[src/rtl/meb_pkg.sv]
// Shared types, constants and helpers of the Mandelbrot escape-time block.
`timescale 1ns / 1ps
package meb_pkg;

  localparam int unsigned QW       = 32;   // Q8.24 word
  localparam int unsigned StepW    = 31;
  localparam int unsigned IdxW     = 10;
  localparam int unsigned CountW   = 8;
  localparam int unsigned ProdW    = IdxW + StepW;
  localparam int unsigned SumW     = 43;   // wide enough for every pre-saturation sum
  localparam int unsigned SqW      = 2 * QW;
  localparam int unsigned FracBits = 24;
  localparam int unsigned AddrW    = 4;
  localparam int unsigned DataW    = 32;
  localparam int unsigned QueueDepth = 2;

  localparam logic [SqW-1:0]        EscBound = 64'd100 << 48;
  localparam logic signed [QW-1:0]  QMax     = 32'sh7FFF_FFFF;
  localparam logic signed [QW-1:0]  QMin     = 32'sh8000_0000;
  localparam logic [CountW-1:0]     CountMax = 8'd255;

  typedef enum logic [1:0] {
    RegXStart = 2'd0,
    RegXStep  = 2'd1,
    RegYStart = 2'd2,
    RegYStep  = 2'd3
  } reg_idx_e;

  typedef enum logic [1:0] {
    BackIdle,
    BackMul,
    BackUpd,
    BackHold
  } back_state_e;

  typedef struct packed {
    logic signed [QW-1:0] x_start;
    logic [StepW-1:0]     x_step;
    logic signed [QW-1:0] y_start;
    logic [StepW-1:0]     y_step;
  } cfg_t;

  typedef struct packed {
    logic signed [QW-1:0] cx;
    logic signed [QW-1:0] cy;
  } coord_t;

  // Clamp a wide signed sum to the Q8.24 range.
  function automatic logic signed [QW-1:0] sat_q(input logic signed [SumW-1:0] v);
    logic signed [QW-1:0] r;
    if (v > SumW'(QMax)) begin
      r = QMax;
    end else if (v < SumW'(QMin)) begin
      r = QMin;
    end else begin
      r = QW'(v);
    end
    return r;
  endfunction

endpackage

[src/rtl/meb_cfg.sv]
// APB-style register file holding the view window origin and step sizes.
`timescale 1ns / 1ps
module meb_cfg (
  input  logic                       clk_i,
  input  logic                       rst_ni,
  input  logic                       psel,
  input  logic                       penable,
  input  logic                       pwrite,
  input  logic [meb_pkg::AddrW-1:0]  paddr,
  input  logic [meb_pkg::DataW-1:0]  pwdata,
  output logic [meb_pkg::DataW-1:0]  prdata,
  output logic                       pready,
  output meb_pkg::cfg_t              cfg_o
);
  import meb_pkg::*;

  cfg_t     cfg_q;
  reg_idx_e idx;
  logic     wr_en;

  assign pready = 1'b1;
  assign idx    = reg_idx_e'(paddr[AddrW-1:2]);
  assign wr_en  = psel & penable & pwrite & pready;
  assign cfg_o  = cfg_q;

  always_ff @(posedge clk_i or negedge rst_ni) begin
    if (!rst_ni) begin
      cfg_q.x_start <= -32'sd58720256;
      cfg_q.x_step  <= 31'd125829;
      cfg_q.y_start <= -32'sd37748736;
      cfg_q.y_step  <= 31'd125829;
    end else if (wr_en) begin
      unique case (idx)
        RegXStart: cfg_q.x_start <= $signed(pwdata);
        RegXStep:  cfg_q.x_step  <= pwdata[StepW-1:0];
        RegYStart: cfg_q.y_start <= $signed(pwdata);
        RegYStep:  cfg_q.y_step  <= pwdata[StepW-1:0];
        default: ;
      endcase
    end
  end

  always_comb begin
    unique case (idx)
      RegXStart: prdata = cfg_q.x_start;
      RegXStep:  prdata = {1'b0, cfg_q.x_step};
      RegYStart: prdata = cfg_q.y_start;
      RegYStep:  prdata = {1'b0, cfg_q.y_step};
      default:   prdata = '0;
    endcase
  end

endmodule

[config.mk]
export PLATFORM = sky130hd
export DESIGN_NAME = meb_cfg
export DESIGN_NICKNAME = d
export VERILOG_FILES = /design/src/rtl/meb_pkg.sv /design/src/rtl/meb_cfg.sv
export SDC_FILE = /design/constraint.sdc
export NUM_CORES = 1
export LEC_CHECK = 0
export BUFFER_PORTS_ARGS = -buffer_cell sky130_fd_sc_hd__buf_2
export CAP_MARGIN = 20
export CORE_MARGIN = 1.5
export CORE_UTILIZATION = 45
export CTS_BUF_LIST = sky130_fd_sc_hd__clkbuf_16
export CTS_CLUSTER_SIZE = 24
export DETAILED_ROUTE_END_ITERATION = 7
export GPL_TIMING_DRIVEN = 0
export PLACE_DENSITY = 0.73
export REMOVE_ABC_BUFFERS = 1
export SYNTH_ARGS = -nofsm -noshare
export SYNTH_HDL_FRONTEND = slang
export SYNTH_SLANG_ARGS = --single-unit
[constraint.sdc]
create_clock -name clk_i -period 4.2 [get_ports clk_i]
set_clock_uncertainty 0.1 [all_clocks]
set_input_delay 0.63 -clock clk_i [delete_from_list [all_inputs] [get_ports clk_i]]
set_output_delay 0.63 -clock clk_i [all_outputs]
set_load 0.01 [all_outputs]
## Word-level counts from Yosys, hierarchy flattened

Cells that the tools add are included.

- Output and inout bits: 159
- Logic and storage cells: 15
- Bits in registers: 126

- Equal/unequal tests: 3
- Bitwise operators: 2
- Reduce and logical (&&, ||, !) cells: 5
- Mux-type cells: 1

Operator list:

| kind | count |
|---|---|
| 32-bit one-hot mux with 4 select lines | 1 |
| 2-bit AND reduction | 4 |
| 2-bit equality test, second input constant | 2 |
| 1-bit bitwise AND | 2 |
| 2-bit by 1-bit equality test with 1-bit output, second input constant | 1 |
| 2-bit logical NOT | 1 |

## Longest topological paths before layout

- Word-level depth: 3
- Depth in mapped cells: 6

## Worst setup path after synthesis

OpenSTA, ideal clock, no wires.

- Kind: input to output
- Start: input port paddr[2] in the netlist's numbering
- End: output port prdata[0] in the netlist's numbering
- Cell stages on the path: 3
- Path slack: 1.839 ns
- Arrival: 1.631 ns
- Cell sequence: buf_4 -> buf_2 -> mux4_2

- Word-level cells in the longest chain between the ends: 2

RTL lines:

| item | RTL line | RTL |
|---|---|---|
| start, declared | meb_cfg.sv:9 | `input logic [meb_pkg::AddrW-1:0] paddr,` |
| 2-bit equality test, or another cell as far along | meb_cfg.sv:44 | `unique case (idx)` |
| 32-bit one-hot mux with 4 select lines (*) | meb_cfg.sv:44 |  |
| end, declared | meb_cfg.sv:11 | `output logic [meb_pkg::DataW-1:0] prdata,` |

Mark *: on every way between the ends. The rest lies on a longest branch, timed or not.

## Worst setup path after layout

- Start: input port paddr[2] in the netlist's numbering
- End: output port prdata[17] in the netlist's numbering

The elaborated chain is that of the path after synthesis.

==> run summary <==
DR vias = 3645
Synth Area per Inst = 17.8 sq um
Clock-pin slew on the worst setup and hold paths = 0.05 ns
Top cell type's share of synthesized area = 0.399
Antenna violations before repair = 0
Root buf cell = clkbuf_16
Die Wd = 115 microns
DRT iter0 DRCs = 95
Initial Util = 0.466
Setup Crit Path Kind = input port to output port
PD cells = 566 nW/um^2
H-tree levels = 4
Die area = 13200 sq um
Post-CTS Repair Setup Buffers = 0
Slew HR = 0.352
Core area = 12100 sq um
Synthesized area = 5640 sq um
Largest area contributor in the netlist = dfrtp_1
Post-DP HPWL = 8830 microns
Setup violations, final = 0
Status = finished, final reports clean
Period utilisation layout = 0.676
Minimum clock period = 2.84 ns
Placement-stage cell area = 6860 sq um
I/O Buffers = 196
Yosys cell types = 20
Clk Latency, worst-skew pair = 0.40 ns
Post-cts sizing count = 0
Final Max Tran Viols = 0
CP Capture Type = output port
CTS max path bufs = 2
Adder-cell area share of the yosys netlist = 0
Hold_buf cts = 0
Pre-CTS setup slack = 1.08 ns
Main combinational cell family by area after synthesis = multiplexers
Max Cap Viol = 0
# DRC = 0
Global Route Usage Sum = 0.203
WL per Instance = 18.5 microns
RSZ-0062 raised after global routing = no
Worst slew pin tran = 0.972 ns
Cts bufs inserted = 17
Simple-gate share of the synthesized area = 0.00732
Row count = 40
F_max = 0.352 GHz
Cells after Synth = 316
Most frequent cells in the layout = buf_2, mux2_2, dfrtp_1, dfstp_2, mux4_2
Largest net degree at the start of global routing = 67
Area growth syn-to-layout = 30.7%
CP required = 3.47 ns
Multiplexer area fraction after synthesis = 0.397
Max rail drop VDD = 0.331 mV
Vias in the first global route = 3786
Top cells by area, synth = dfrtp_1, mux2_2, dfstp_2
Hold Crit Class = input port to async pin
DRT Wirelength = 12900 microns
Combined area of the multi-input logic cells = 2300 sq um
YS warnings = 0
XOR/XNOR share of the synthesized area = 0
CTS tree = done
Final Hold Fails = 0
Synth Register Bits = 126
Number of fillers in the final layout = 979
Seq. cell area = 3200 sq um
Sequential area share after synthesis = 0.567
Die Ht = 115 microns
First-pass GRT wire length = 20200 microns
Antenna viol nets, final = 0
Final net count = 556
Crit path max fanout = 20
Commonest non-fill, non-tap cell in the layout = buf_2
Clock Sinks = 126
Share of post-route cells with drive strength above 1 = 0.797
CP arrival = 2.11 ns
Overflow after GRT = 0
Synth Area in Compound Gates = 0
Setup crit start kind = input port
I/O Pins = 200
First drt pass iteration count = 4
Ant diodes = 0
Static leakage = 3.58 nW
Final GP Congestion = 0.713
Vias per cell = 5.24
Final worst setup slack = 1.36 ns
Max reg flops = 126
Finished Cell Area = 7370 sq um
power breakdown:
group / internal (mW) / leakage, nW / switching (mW)
Clock: 0.785 / 0.269 / 0.489
Combinational: 0.630 / 1.83 / 0.496
Sequential: 1.56 / 1.48 / 0.213
metrics by stage:
step	cells	hold WS, ns	setup TNS, ns	power, mW	util
CTS	696	0.108	0	4.22	0.609
global placement	657	0.387	-20.85	2.87	0.551
floorplan	293	0.234	0	2.38	-
global route	696	0.126	0	4.38	0.609
finish	696	0.0958	0	4.17	0.609
detailed placement	664	0.406	0	2.93	0.566
critical path: stages:
cell and delay, ns:
buf_2 0.47, buf_12 0.29, mux4_2 0.54, buf_2 0.16
worst paths after layout:
kind	start	endpoint	slack, ns	depth (start not counted)
max	paddr[2]	prdata[17]	1.36	4
min	rst_ni	cfg_o[91]	0.1	1
max reg2reg	cfg_o[87]	cfg_o[87]	3.30	1
min reg2reg	cfg_o[118]	cfg_o[118]	0.41	1
max in group asynchronous	rst_ni	cfg_o[61]	3.14	2
min in group clk_i	pwdata[16]	cfg_o[110]	0.39	2
routing by layer:
| layer | part of all wire | wire length [microns] | GRT usage | vias up |
|---|---|---|---|---|
| met5 | 0 | 0 | 0 | - |
| met2 | 0.52 | 6740 | 0.352 | 134 |
| met1 | 0.40 | 5180 | 0.244 | 1906 |
| met3 | 0.062 | 801 | 0.0596 | 15 |
| met4 | 0.014 | 184 | 0.0700 | 0 |
| li1 | - | - | - | 1590 |
cell usage after synthesis (all sizes together):
library cell	instances
mux4	31
clkbuf	2
dfstp	36
dfrtp	90
mux2i	1
nor2	2
nor3	1
or2	1
nand4	1
inv	1
nand3	1
or3	1
buf	21
mux2	126
conb	1
layout make-up:
cell class,count,area share
Sequential cell,126,0.434
Multi-Input combinational cell,166,0.312
Timing Repair Buffer,203,0.155
Clock buffer,17,0.0577
Tap cell,168,0.0285
Clock inverter,15,0.0121
Inverter,1,0.000509
kinds of logic after synthesis:
family | Yosys count
buffers and inverters | 24
flip-flops | 126
multiplexers | 158
other | 1
AND/OR/NAND/NOR | 7
Note: power is estimated with default switching activity, not from simulation.
