<file path="src/rtl/meb_pkg.sv">
// Shared types, constants and helpers of the Mandelbrot escape-time block.
`timescale 1ns / 1ps
package meb_pkg;

  localparam int unsigned QW       = 32;   // Q8.24 word
  localparam int unsigned StepW    = 31;
  localparam int unsigned IdxW     = 10;
  localparam int unsigned CountW   = 8;
  localparam int unsigned ProdW    = IdxW + StepW;
  localparam int unsigned SumW     = 43;   // wide enough for every pre-saturation sum
  localparam int unsigned SqW      = 2 * QW;
  localparam int unsigned FracBits = 24;
  localparam int unsigned AddrW    = 4;
  localparam int unsigned DataW    = 32;
  localparam int unsigned QueueDepth = 2;

  localparam logic [SqW-1:0]        EscBound = 64'd100 << 48;
  localparam logic signed [QW-1:0]  QMax     = 32'sh7FFF_FFFF;
  localparam logic signed [QW-1:0]  QMin     = 32'sh8000_0000;
  localparam logic [CountW-1:0]     CountMax = 8'd255;

  typedef enum logic [1:0] {
    RegXStart = 2'd0,
    RegXStep  = 2'd1,
    RegYStart = 2'd2,
    RegYStep  = 2'd3
  } reg_idx_e;

  typedef enum logic [1:0] {
    BackIdle,
    BackMul,
    BackUpd,
    BackHold
  } back_state_e;

  typedef struct packed {
    logic signed [QW-1:0] x_start;
    logic [StepW-1:0]     x_step;
    logic signed [QW-1:0] y_start;
    logic [StepW-1:0]     y_step;
  } cfg_t;

  typedef struct packed {
    logic signed [QW-1:0] cx;
    logic signed [QW-1:0] cy;
  } coord_t;

  // Clamp a wide signed sum to the Q8.24 range.
  function automatic logic signed [QW-1:0] sat_q(input logic signed [SumW-1:0] v);
    logic signed [QW-1:0] r;
    if (v > SumW'(QMax)) begin
      r = QMax;
    end else if (v < SumW'(QMin)) begin
      r = QMin;
    end else begin
      r = QW'(v);
    end
    return r;
  endfunction

endpackage

</file>
<file path="src/rtl/meb_queue.sv">
// Two-entry queue of points between the front end and the iteration engine.
`timescale 1ns / 1ps
module meb_queue (
  input  logic            clk_i,
  input  logic            rst_ni,
  input  logic            push_i,
  input  meb_pkg::coord_t data_i,
  output logic            space_o,
  output logic            valid_o,
  output meb_pkg::coord_t data_o,
  input  logic            pop_i
);
  import meb_pkg::*;

  localparam int unsigned PtrW = (QueueDepth > 1) ? $clog2(QueueDepth) : 1;
  localparam int unsigned CntW = $clog2(QueueDepth + 1);

  coord_t          mem_q [QueueDepth];
  logic [PtrW-1:0] wr_ptr_q;
  logic [PtrW-1:0] rd_ptr_q;
  logic [CntW-1:0] cnt_q;
  logic            do_push;
  logic            do_pop;

  assign space_o = cnt_q != CntW'(QueueDepth);
  assign valid_o = cnt_q != '0;
  assign do_push = push_i && space_o;
  assign do_pop  = pop_i && valid_o;
  assign data_o  = mem_q[rd_ptr_q];

  always_ff @(posedge clk_i or negedge rst_ni) begin
    if (!rst_ni) begin
      wr_ptr_q <= '0;
      rd_ptr_q <= '0;
      cnt_q    <= '0;
    end else begin
      if (do_push) begin
        wr_ptr_q <= (wr_ptr_q == PtrW'(QueueDepth - 1)) ? '0 : wr_ptr_q + 1'b1;
      end
      if (do_pop) begin
        rd_ptr_q <= (rd_ptr_q == PtrW'(QueueDepth - 1)) ? '0 : rd_ptr_q + 1'b1;
      end
      if (do_push && !do_pop) begin
        cnt_q <= cnt_q + 1'b1;
      end else if (do_pop && !do_push) begin
        cnt_q <= cnt_q - 1'b1;
      end
    end
  end

  always_ff @(posedge clk_i) begin
    if (do_push) begin
      mem_q[wr_ptr_q] <= data_i;
    end
  end

endmodule

</file>
<file path="config.mk">
export PLATFORM = sky130hd
export DESIGN_NAME = meb_queue
export DESIGN_NICKNAME = d
export VERILOG_FILES = /design/src/rtl/meb_pkg.sv /design/src/rtl/meb_queue.sv
export SDC_FILE = /design/constraint.sdc
export NUM_CORES = 1
export LEC_CHECK = 0
export ABC_CLOCK_PERIOD_IN_PS = 4000
export BUFFER_PORTS_ARGS = -buffer_cell sky130_fd_sc_hd__clkbuf_2
export CORE_ASPECT_RATIO = 0.5
export CORE_MARGIN = 10
export CORE_UTILIZATION = 35
export DETAILED_ROUTE_END_ITERATION = 6
export PLACE_DENSITY_LB_ADDON = 0.15
export SLEW_MARGIN = 10
export SYNTH_ARGS = -nofsm -noshare
export SYNTH_HDL_FRONTEND = slang
export SYNTH_SLANG_ARGS = --single-unit
export TNS_END_PERCENT = 10
</file>
<file path="constraint.sdc">
create_clock -name clk_i -period 4 [get_ports clk_i]
set_input_delay 0 -clock clk_i [delete_from_list [all_inputs] [get_ports clk_i]]
set_output_delay 0 -clock clk_i [all_outputs]
set_load 0.1 [all_outputs]
</file>
After elaboration in Yosys (flattened, before gate mapping) --
Memories as Yosys holds them, arrays and structs flattened. Cells that the tools add are included.
Operators by class: eq/ne operators 1, $add $sub $neg 4, reduce and logical (&&, ||, !) cells 8, multiplexer cells 6
Operators with widths (count):
- $logic_and 1x1->1 | 4
- $mux 1 | 4
- $mux 2 | 2
- $reduce_bool 2->1 | 2
- $add 1x1->1 const B | 2
- $add 2x1->2 const B | 1
- $logic_not 1->1 | 2
- $ne 2x2->1 const B | 1
- $sub 2x1->2 const B | 1
Storage, ports and cells: input port bits 68, logic and storage cells 23, register bits 4, memories 1, RAM bits 128
Memory list:
- mem_q | depth 2, bits a word 64, read ports 1, clocked after memory_dff 0, wr ports 1, RTL line meb_queue.sv:18 | coord_t mem_q [QueueDepth];

Longest topological paths before layout --
depth after elaboration 6, depth in mapped cells 7, depth with buffers taken out 7

Worst setup path after synthesis --
OpenSTA, ideal clock, no wires.
kind reg-to-reg, start point register cnt_q[0], end point memory mem_q[0][0] (netlist name) (enable), clock period less this slack 4.653 ns, path slack -0.653 ns, stages on the path, launching flop included 4, arrival 4.166 ns, path buffers 0, required time 3.513 ns, setup time 0.487 ns, cells stage by stage dfrtp_1 > nand2b_1 > nand2_1 > nor2_1
On the way: word-level cells in the longest chain between the ends 4
RTL lines:
- start: declaration | RTL line meb_queue.sv:21 | logic [CntW-1:0] cnt_q;
- start signal: assignment | RTL line meb_queue.sv:44 | cnt_q <= cnt_q + 1'b1;
- start signal: assignment | RTL line meb_queue.sv:46 | cnt_q <= cnt_q - 1'b1;
- $ne 2x2->1 | RTL line meb_queue.sv:25 | assign space_o = cnt_q != CntW'(QueueDepth);
- named net space_o | RTL line meb_queue.sv:8 | output logic space_o,
- $logic_and 1x1->1 | RTL line meb_queue.sv:27 | assign do_push = push_i && space_o;
- $mux 1 | RTL line meb_queue.sv:52 | if (do_push) begin
- $mux 1 (not written as such) | RTL line meb_queue.sv:53 | mem_q[wr_ptr_q] <= data_i;
- end: declaration | RTL line meb_queue.sv:18
The timed path passes the listed nets, and every way through them passes these cells.

==> qor.yml <==
min_to: "mem_q[1][25]$_DFFE_PP_"
synth-simple-area-share_pct: 0.673
io_buffers: 133
fin_crit_ns: 2.43
grtUsageTotal_pct: 10.2
status: "finished, final reports clean"
r2r_slack_ns: 2.01
cts-hold-fix-buffers: 68
regToRegStartpoint: "cnt_q[0]$_DFFE_PN0P_"
cts_setup_buffers: 0
synth_nets: 286
min_period_over_period_pct: 60.7
synth.area.top_cells: "edfxtp_1 77%, mux2_4 15%, mux2_2 3.1%"
synth_edf_count: 128
cts_buffers: 17
critPathKind: "flip-flop to output pin"
drt_iter0_markers: 154
setup_violations: 0
maxCapViolations: 0
synth.top_cells.by_count: "128 x edfxtp_1, 50 x mux2_4, 14 x mux2_2, 6 x buf_6, 4 x dfrtp_1"
rsz0062_at_grt: "no"
rr_worst_depth: 4
synth.largest_area_cell: "edfxtp_1"
insertion_delay_ns: 0.40
arrival_ns: 2.43
cp_cell_sequence: "mux2_4, clkbuf_2"
gp_congestion: 0.678
cts-root-buf: "clkbuf_16"
viasPerCell: 4.18
cp-startpoint: "rd_ptr_q$_DFFE_PN0P_"
ys_types: 15
yosysSeqAreaShare_pct: 78.6
cp.required_ns: 4.00
ys_async_sr_fraction_pct: 3.03
core_mm2: 0.0138
hp-start: "data_i[25]"
critPathMaxStageDelay_ns: 1.20
grt_pass1_wl_um: 16000
die_h_um: 105
drv_slew: 0
worstPathMaxFanout: 65
h-tree-depth: 4
ys.flop_type: "edfxtp_1"
hold_path.class: "primary input to flip-flop"
cts_resized: 0
ys_ff_latch: 132
path_clk_slew_ns: 0.06
via_count: 2671
hpwl_um: 7010
num_io_pins: 134
synth-compound-area-share_pct: 0
clock-sinks: 132
die_area_mm2: 0.0198
area_growth_pct: 42.6
fmax_mhz: 412
postSynthAreaPerCell_um2: 23.1
synth_fa_ha_area_share_pct: 0.249
fill_cells: 1137
ant_nets: 0
synth_top_family_by_area: "multiplexers"
worstReg2RegEnd: "mem_q[0][21]$_DFFE_PP_"
cpMaxStageDelayCell: "dfrtp_4"
hold_depth: 2
grt_pass1_vias: 3104
die_x_um: 189
grt_start_max_net_pins: 66
ys_warn_count: 0
yosys.area.top_type_share_pct: 76.6
syn_inst: 217
antennaDiodeCount: 0
drtPass1Iterations: 4
finalHoldViolations: 0
synth_most_common_cell: "edfxtp_1"
cts_tree: "done"
finalClockSkew_ns: 0.00983
relSlewSlack_pct: 21.9
cp-end-kind: "output pin"
start_util_pct: 36.4
drive_gt1_share_pct: 52.1
muxShareOfSynthArea_pct: 18.1
synth_xor_area_share_pct: 0.873
drc: 0
tightest_slew_ns: 1.17
totalWireLength_um: 10200
routedWlPerCell_um: 16.0
critical_path.startpoint_type: "flip-flop"
netlist_area_mm2: 0.00502
antenna_found_initial: 0
cts_buffer_depth: 2
placementRows: 30
nNetsFinal: 503
grt_overflow: 0
tns_ns: 0
sequential cells by signal, summed over array words and instances (netlist names):
| register | cells |
|---|---|
| mem_q | 128 |
| cnt_q | 2 |
| rd_ptr_q | 1 |
| wr_ptr_q | 1 |
placed cells by master, fill, tap and decap left out, types with 4 or more instances in the layout:
master	netlist	layout
inv_6	0	4
edfxtp_1	128	128
buf_4	0	4
mux2_2	14	14
clkbuf_16	0	17
mux2_4	50	50
dlygate4sd3_1	0	68
clkbuf_2	0	133
stage by stage:
| stage | setup WS, ns | cells | hold slack, ns | cell area (µm²) | util [%] |
|---|---|---|---|---|---|
| final | 1.57 | 639 | 0.330 | 7160 | 51.9 |
| after global placement | 1.99 | 539 | -0.186 | 5890 | 42.8 |
| after floorplan | 0.411 | 217 | -0.296 | 5020 | - |
| after CTS | 1.51 | 639 | 0.305 | 7160 | 51.9 |
| after detailed placement | 1.94 | 539 | -0.188 | 5890 | 42.8 |
| after global routing | 1.44 | 639 | 0.315 | 7160 | 51.9 |
worst max path at each step:
stage / end / cells past startpoint
2_1_floorplan: mem_q[0][0]$_DFFE_PP_ / 3
3_3_place_gp: data_o[49] / 2
3_5_place_dp: mem_q[0][15]$_DFFE_PP_ / 4
4_1_cts: data_o[34] / 2
5_1_grt: data_o[40] / 2
6_report: data_o[60] / 2
worst max-delay path, delay by kind of cell (launching register included):
kind     cells  cell delay [ns]
mux          1             0.32
buf+inv      1             0.46
flops        1             1.20
logic make-up (layout without fill, tap and decap cells):
group         count (synthesis)  in the layout
flops                       132            132
xor+xnor                      5              5
mux                          64             64
buf+inv                       8            238
simple gates                  7              7
fa+ha+maj                     1              1
per-layer routing:
metal  global-route usage [%]  part of all wire (%)
met1                     10.6                    39
met2                     18.8                    55
met3                     3.58                   5.4
met4                     3.55                   1.1
met5                        0                     0
layout make-up:
type	count	area, µm²	area share, %
clock buffer	17	425	5.95
clock inverter	15	155	2.17
inverter	1	3.75	0.0525
multi-input combinational	77	1010	14.1
sequential	132	3950	55.2
tap	192	240	3.36
timing repair buffer	205	1380	19.2
Power is left out: the tool's default activity adds up to more than one toggle a clock period on the data nets, which glitch-free logic cannot reach.
