## src/rtl/meb_pkg.sv

```systemverilog
// Shared types, constants and helpers of the Mandelbrot escape-time block.
`timescale 1ns / 1ps
package meb_pkg;

  localparam int unsigned QW       = 32;   // Q8.24 word
  localparam int unsigned StepW    = 31;
  localparam int unsigned IdxW     = 10;
  localparam int unsigned CountW   = 8;
  localparam int unsigned ProdW    = IdxW + StepW;
  localparam int unsigned SumW     = 43;   // wide enough for every pre-saturation sum
  localparam int unsigned SqW      = 2 * QW;
  localparam int unsigned FracBits = 24;
  localparam int unsigned AddrW    = 4;
  localparam int unsigned DataW    = 32;
  localparam int unsigned QueueDepth = 2;

  localparam logic [SqW-1:0]        EscBound = 64'd100 << 48;
  localparam logic signed [QW-1:0]  QMax     = 32'sh7FFF_FFFF;
  localparam logic signed [QW-1:0]  QMin     = 32'sh8000_0000;
  localparam logic [CountW-1:0]     CountMax = 8'd255;

  typedef enum logic [1:0] {
    RegXStart = 2'd0,
    RegXStep  = 2'd1,
    RegYStart = 2'd2,
    RegYStep  = 2'd3
  } reg_idx_e;

  typedef enum logic [1:0] {
    BackIdle,
    BackMul,
    BackUpd,
    BackHold
  } back_state_e;

  typedef struct packed {
    logic signed [QW-1:0] x_start;
    logic [StepW-1:0]     x_step;
    logic signed [QW-1:0] y_start;
    logic [StepW-1:0]     y_step;
  } cfg_t;

  typedef struct packed {
    logic signed [QW-1:0] cx;
    logic signed [QW-1:0] cy;
  } coord_t;

  // Clamp a wide signed sum to the Q8.24 range.
  function automatic logic signed [QW-1:0] sat_q(input logic signed [SumW-1:0] v);
    logic signed [QW-1:0] r;
    if (v > SumW'(QMax)) begin
      r = QMax;
    end else if (v < SumW'(QMin)) begin
      r = QMin;
    end else begin
      r = QW'(v);
    end
    return r;
  endfunction

endpackage

```

## src/rtl/meb_if.sv

```systemverilog
// Valid/ready channel interfaces for pixel requests and escape counts.
`timescale 1ns / 1ps
interface meb_pix_if;
  logic       valid;
  logic       ready;
  logic [9:0] col;
  logic [9:0] row;

  modport source (output valid, output col, output row, input ready);
  modport sink   (input valid, input col, input row, output ready);
endinterface


```

## src/rtl/meb_front.sv

```systemverilog
// Front end: accept a pixel, scale its indices and form the saturated point c.
`timescale 1ns / 1ps
module meb_front (
  input  logic           clk_i,
  input  logic           rst_ni,
  meb_pix_if.sink        pix_i,
  input  meb_pkg::cfg_t  cfg_i,
  output logic           push_o,
  output meb_pkg::coord_t coord_o,
  input  logic           space_i
);
  import meb_pkg::*;

  logic             s1_valid_q;
  logic [ProdW-1:0] prod_x_q;
  logic [ProdW-1:0] prod_y_q;
  logic             take;
  logic signed [SumW-1:0] sum_x;
  logic signed [SumW-1:0] sum_y;

  // Take a new pixel whenever the product stage is empty or drains this cycle.
  assign pix_i.ready = !s1_valid_q || space_i;
  assign take        = pix_i.valid && pix_i.ready;

  always_ff @(posedge clk_i or negedge rst_ni) begin
    if (!rst_ni) begin
      s1_valid_q <= 1'b0;
    end else if (take) begin
      s1_valid_q <= 1'b1;
    end else if (space_i) begin
      s1_valid_q <= 1'b0;
    end
  end

  always_ff @(posedge clk_i) begin
    if (take) begin
      prod_x_q <= ProdW'(pix_i.col) * ProdW'(cfg_i.x_step);
      prod_y_q <= ProdW'(pix_i.row) * ProdW'(cfg_i.y_step);
    end
  end

  assign sum_x = SumW'(cfg_i.x_start) + $signed({2'b00, prod_x_q});
  assign sum_y = SumW'(cfg_i.y_start) + $signed({2'b00, prod_y_q});

  assign push_o     = s1_valid_q;
  assign coord_o.cx = sat_q(sum_x);
  assign coord_o.cy = sat_q(sum_y);

endmodule

```

## src/flat_wrapper.sv

```systemverilog
// flat-port wrapper written by rule: the top's interface ports become plain ports
module meb_front_flat import meb_pkg::*;
  (clk_i, rst_ni, cfg_i, push_o, coord_o, space_i, pix_i_valid, pix_i_col, pix_i_row, pix_i_ready);
  meb_pix_if pix_i_i ();
  input  logic clk_i;
  input  logic rst_ni;
  input  meb_pkg::cfg_t cfg_i;
  output logic push_o;
  output meb_pkg::coord_t coord_o;
  input  logic space_i;
  input wire logic [$bits(pix_i_i.valid)-1:0] pix_i_valid;
  input wire logic [$bits(pix_i_i.col)-1:0] pix_i_col;
  input wire logic [$bits(pix_i_i.row)-1:0] pix_i_row;
  output wire logic [$bits(pix_i_i.ready)-1:0] pix_i_ready;
  assign pix_i_i.valid = pix_i_valid;
  assign pix_i_i.col = pix_i_col;
  assign pix_i_i.row = pix_i_row;
  assign pix_i_ready = pix_i_i.ready;
  meb_front u_core (.clk_i(clk_i), .rst_ni(rst_ni), .pix_i(pix_i_i), .cfg_i(cfg_i), .push_o(push_o), .coord_o(coord_o), .space_i(space_i));
endmodule
```

## config.mk

```make
export PLATFORM = sky130hd
export DESIGN_NAME = meb_front_flat
export DESIGN_NICKNAME = d
export VERILOG_FILES = /design/src/rtl/meb_pkg.sv /design/src/rtl/meb_if.sv /design/src/rtl/meb_front.sv /design/src/flat_wrapper.sv
export SDC_FILE = /design/constraint.sdc
export NUM_CORES = 2
export LEC_CHECK = 0
export ABC_CLOCK_PERIOD_IN_PS = 5070
export BUFFER_PORTS_ARGS = -buffer_cell sky130_fd_sc_hd__buf_2
export CORE_UTILIZATION = 30
export CTS_CLUSTER_DIAMETER = 40
export DETAILED_ROUTE_END_ITERATION = 6
export HOLD_SLACK_MARGIN = 0.12
export SLEW_MARGIN = 20
export SYNTH_ARGS = -nofsm -noshare
export SYNTH_HDL_FRONTEND = slang
export SYNTH_SLANG_ARGS = --single-unit
```

## constraint.sdc

```tcl
create_clock -name clk_i -period 5.07 [get_ports clk_i]
set_input_delay 1.014 -clock clk_i [delete_from_list [all_inputs] [get_ports clk_i]]
set_output_delay 1.014 -clock clk_i [all_outputs]
set_load 0.02 [all_outputs]
```

Word-level counts from Yosys, hierarchy flattened. Cells that the tools add are included.

Magnitude comparators: 4. $mul: 2. Reduce and logical (&&, ||, !) cells: 4. Add/sub/neg operators: 2. Muxes and demuxes: 6.

Operators by type and width (count): $mux W32 (4); $add A32 B42 Y43 (2); $gt A43 B32 Y1 const B (2); $lt A43 B32 Y1 const B (2); $mul A10 B31 Y41 (2); $mux W1 (2); $reduce_bool A2 Y1 (1); $logic_and A1 B1 Y1 (1); $logic_not A1 Y1 (1); $logic_or A1 B1 Y1 (1).

Output and inout bits: 66. Register bits: 83. Bits of input ports: 150. Logic and storage cells: 21.

Depth between registers and ports, before layout.
Word-level depth: 4. Gate-level depth with buffers: 24. Gate-level depth less buffers: 23.

Worst setup path before layout. OpenSTA, ideal clock, no wires.

Path type: input-to-reg. Start point: input pix_i_row[1]. End point: register u_core.prod_y_q[39], data pin. Setup time: 0.264 ns. Path buffers: 1. Arrival: 6.864 ns. Path slack: -2.058 ns. Required time: 4.806 ns. Stages: 23. Path through: clkbuf_1 -> nand2_1 -> fa_1 -> inv_1 -> fa_1 -> inv_1 -> fa_1 -> inv_1 -> fa_1 -> inv_1 -> fa_1 -> inv_1 -> ha_1 -> a211o_1 -> or2_2 -> o221a_2 -> o41a_1 -> a2111o_1 -> a41oi_1 -> o21ai_0 -> o21a_1 -> a221oi_1 -> xnor2_1.

Cells in the longest elaborated chain, start to end: 1.

RTL lines: start: declaration (line flat_wrapper.sv:13) `input wire logic [$bits(pix_i_i.row)-1:0] pix_i_row;`; $mul A10 B31 Y41 (line meb_front.sv:38) `prod_y_q <= ProdW'(pix_i.row) * ProdW'(cfg_i.y_step);`; end signal: assignment (line meb_front.sv:38); end: declaration (line meb_front.sv:16) `logic [ProdW-1:0] prod_y_q;`.

Every way passes these cells. A chain may end at the register's enable or synchronous reset.

Worst setup path after layout. Ends and elaborated chain as after synthesis.

==> metrics.md <==
| Metric | Value |
|---|---|
| GP Congestion | 0.908 |
| TritonCTS Buffers | 9 |
| Avg Inst Size Synth | 8.76 µm² |
| Setup crit start kind | input pin |
| Status | finished, violations left |
| Finished Cell Area | 38200 µm² |
| Root Buffer | clkbuf_16 |
| Vert. Die Dim | 301 µm |
| Synth Warn # | 0 |
| Worst Clk Skew | 20.7 ps |
| Crit. End Element | register |
| Flop2flop setup slack | 3040 ps |
| Core area | 88400 µm² |
| Final hold slack | 394 ps |
| DR DRC count | 0 |
| DPL Wire Length | 68.2 mm |
| Clock-pin slew on the worst setup and hold paths | 80 ps |
| Yosys reg bits | 83 |
| Placed cell areas | 34500 µm² |
| Yosys top cell area share | 0.345 |
| Initial antenna violation count | 9 |
| Metal2 WL | 39.1 mm |
| Layout cells sized above 1 | 0.347 |
| Final worst slack | -1300 ps |
| R2r worst-path depth | 3 |
| Fraction of registers with async set/reset | 0.0120 |
| Hold Buf Count CTS | 0 |
| Relative slew slack | 0.565 |
| Max Cap Viol | 0 |
| Pre-CTS worst setup slack | -2000 ps |
| Seq/Total Area, Yosys | 0.0929 |
| IO Pins | 216 |
| Final std cells w/o fill | 5052 |
| Post-synth EDFFs | 82 |
| Largest net degree at the start of global routing | 43 |
| Area of the multi-input gates | 24100 µm² |
| Fillers | 8516 |
| First-pass GRT wire length | 131 mm |
| Final Slew Violations | 0 |
| Top routing layer used | met5 |
| Period utilization | 1.26 |
| Failing checks | negative setup slack |
| Final setup fails | 123 |
| Die ar. | 90500 µm² |
| Fin crit period | 6370 ps |
| Final wirelength | 83.0 mm |
| Post-Synthesis Cell Area | 26800 µm² |
| Drt wl/cell | 16.4 µm |
| Cells after Synth | 3055 |
| Total GRT Usage | 0.182 |
| Worst skew pair latency | 370 ps |
| Cells after DPL | 4916 |
| CP max FO | 3 |
| Worst hold path class | in2async |
| Commonest non-fill, non-tap cells in the layout | buf_4, fa_1, inv_1 |
| Crit path launch | pix_i_row[1] |
| Area delta synth->final | 42.7% |
| IO buf count | 215 |
| Detailed-route via count | 23700 |
| GRT Residual Overflow | 0 |
| CTS H-Tree Depth | 3 |
| Post-route ant nets | 0 |
| Worst setup endpoint | u_core.prod_y_q[39] |
| Worst-margin pin slew | 652 ps |
| Vias in the first global route | 24600 |
| WL met1 | 38.7 mm |
| DRT Pass-1 Iters | 5 |
| Final Hold Viols | 0 |
| CTS tree | done |
| Initial Utilization | 0.303 |
| Post-synth net total | 3903 |
| Final net count | 4725 |
| RR Endpoint | u_core.prod_x_q[9] |
| Max Fclk | 0.157 GHz |
| FP Rows | 109 |
| Synth area leader | fa_1 |
| Reg-to-Reg Start | u_core.push_o |
| Kind of critical path | in2reg |
| Die Wd | 301 µm |
| CP arrival | 6480 ps |
| Clk sinks | 83 |
| Distinct cells, synth | 86 |
| Wire length on met3 | 3.22 mm |
| RSZ-0062 raised after global routing | true |
| CP Data Required Time | 5170 ps |
| Dominant cells by area after synthesis | fa_1, ha_1, edfxtp_1, and2_1, inv_1 |
| FF+latch area | 2490 µm² |
| Leading cell type in the layout, fill and taps excluded | buf_4 |
| DRT iter0 DRCs | 1218 |
| Synth Flop Type | edfxtp_1 |
| CTS Buffer Depth | 2 |
| Vias per std cell | 4.68 |
## registers in the layout, summed over array words and instances (netlist names)
name             cells
u_core.prod_x_q     41
u_core.push_o        1
u_core.prod_y_q     41
## how the worst min path moves through the flow
stage                                to  slack (ps)  cells past startpoint
after detailed placement  u_core.push_o         530                      2
after floorplan           u_core.push_o         720                      0
final                     u_core.push_o         390                      1
after global routing      u_core.push_o         380                      1
after CTS                 u_core.push_o         370                      1
after global placement    u_core.push_o         520                      2
## worst max-delay path, stage by stage
cell      delay (ps)
buf_8             90
nand2_4           50
fa_1             560
inv_2             50
fa_1             470
inv_1             50
fa_1             480
inv_1             50
fa_1             470
inv_1             50
fa_1             490
inv_2             50
ha_4             230
a211o_1          270
or2_4            250
o221a_4          220
o41a_1           350
a2111o_1         420
a41oi_2          190
o21ai_2           90
o21a_1           230
a221oi_2         260
xnor2_1          100
## synthesized netlist by cell type, types with 10 or more instances
| master | count |
|---|---|
| a21oi_1 | 177 |
| inv_1 | 452 |
| edfxtp_1 | 82 |
| nor2b_1 | 15 |
| o21ai_0 | 79 |
| clkbuf_1 | 133 |
| o21ai_1 | 28 |
| a211oi_1 | 10 |
| xor2_1 | 61 |
| o21a_1 | 26 |
| nand2_1 | 374 |
| and2_1 | 342 |
| and3_1 | 16 |
| o211ai_1 | 10 |
| nor2_1 | 90 |
| nand4_1 | 23 |
| a21o_1 | 83 |
| nand2b_1 | 23 |
| nor3_1 | 20 |
| nand3_1 | 35 |
| fa_1 | 462 |
| o21bai_1 | 26 |
| xnor2_1 | 87 |
| ha_1 | 236 |
| a31oi_1 | 16 |
## per-layer routing
| metal | global-route usage | up-vias |
|---|---|---|
| met1 | 0.252 | 11700 |
| met3 | 0.0214 | 79 |
| met5 | 0 | - |
| li1 | - | 11400 |
| met4 | 0.0456 | 2 |
| met2 | 0.300 | 467 |
## metrics by stage
stage                     TNS (ps)   util
after CTS                   -72890  0.421
after detailed placement   -128280  0.390
after global routing        -96290  0.432
after global placement     -124220  0.390
after floorplan             -53990      -
final                       -77420  0.432
## what timing repair did
item                       CTS  global route
cloned                       9             3
setup endpoints to repair  126           125
gates resized for setup    392           191
pin swaps                  170           102
buffers inserted            80            48
## cell type report
cell class,instances,area share
Antenna cell,5,0.000327
Clock buffer,10,0.00625
Clock inverter,6,0.00138
Inverter,452,0.0444
Multi-Input combinational cell,2361,0.632
Sequential cell,83,0.0651
Tap cell,1165,0.0381
Timing Repair Buffer,970,0.213
## kinds of logic (layout without fill, tap and decap cells)
group / Yosys count / after routing / synth area share
adder cells (fa/ha/maj): 698 / 698 / 0.456
flip-flops: 83 / 83 / 0.0929
other: 0 / 5 / 0
XOR/XNOR: 148 / 148 / 0.0484
AND/OR/NAND/NOR: 973 / 973 / 0.183
multiplexers: 2 / 2 / 0.000748
AO/OA/AOI/OAI: 540 / 540 / 0.130
buffers and inverters: 611 / 1438 / 0.0890
Power is not shown: default switching activity piles up to over one toggle a cycle in this logic, so the estimate is an artifact.
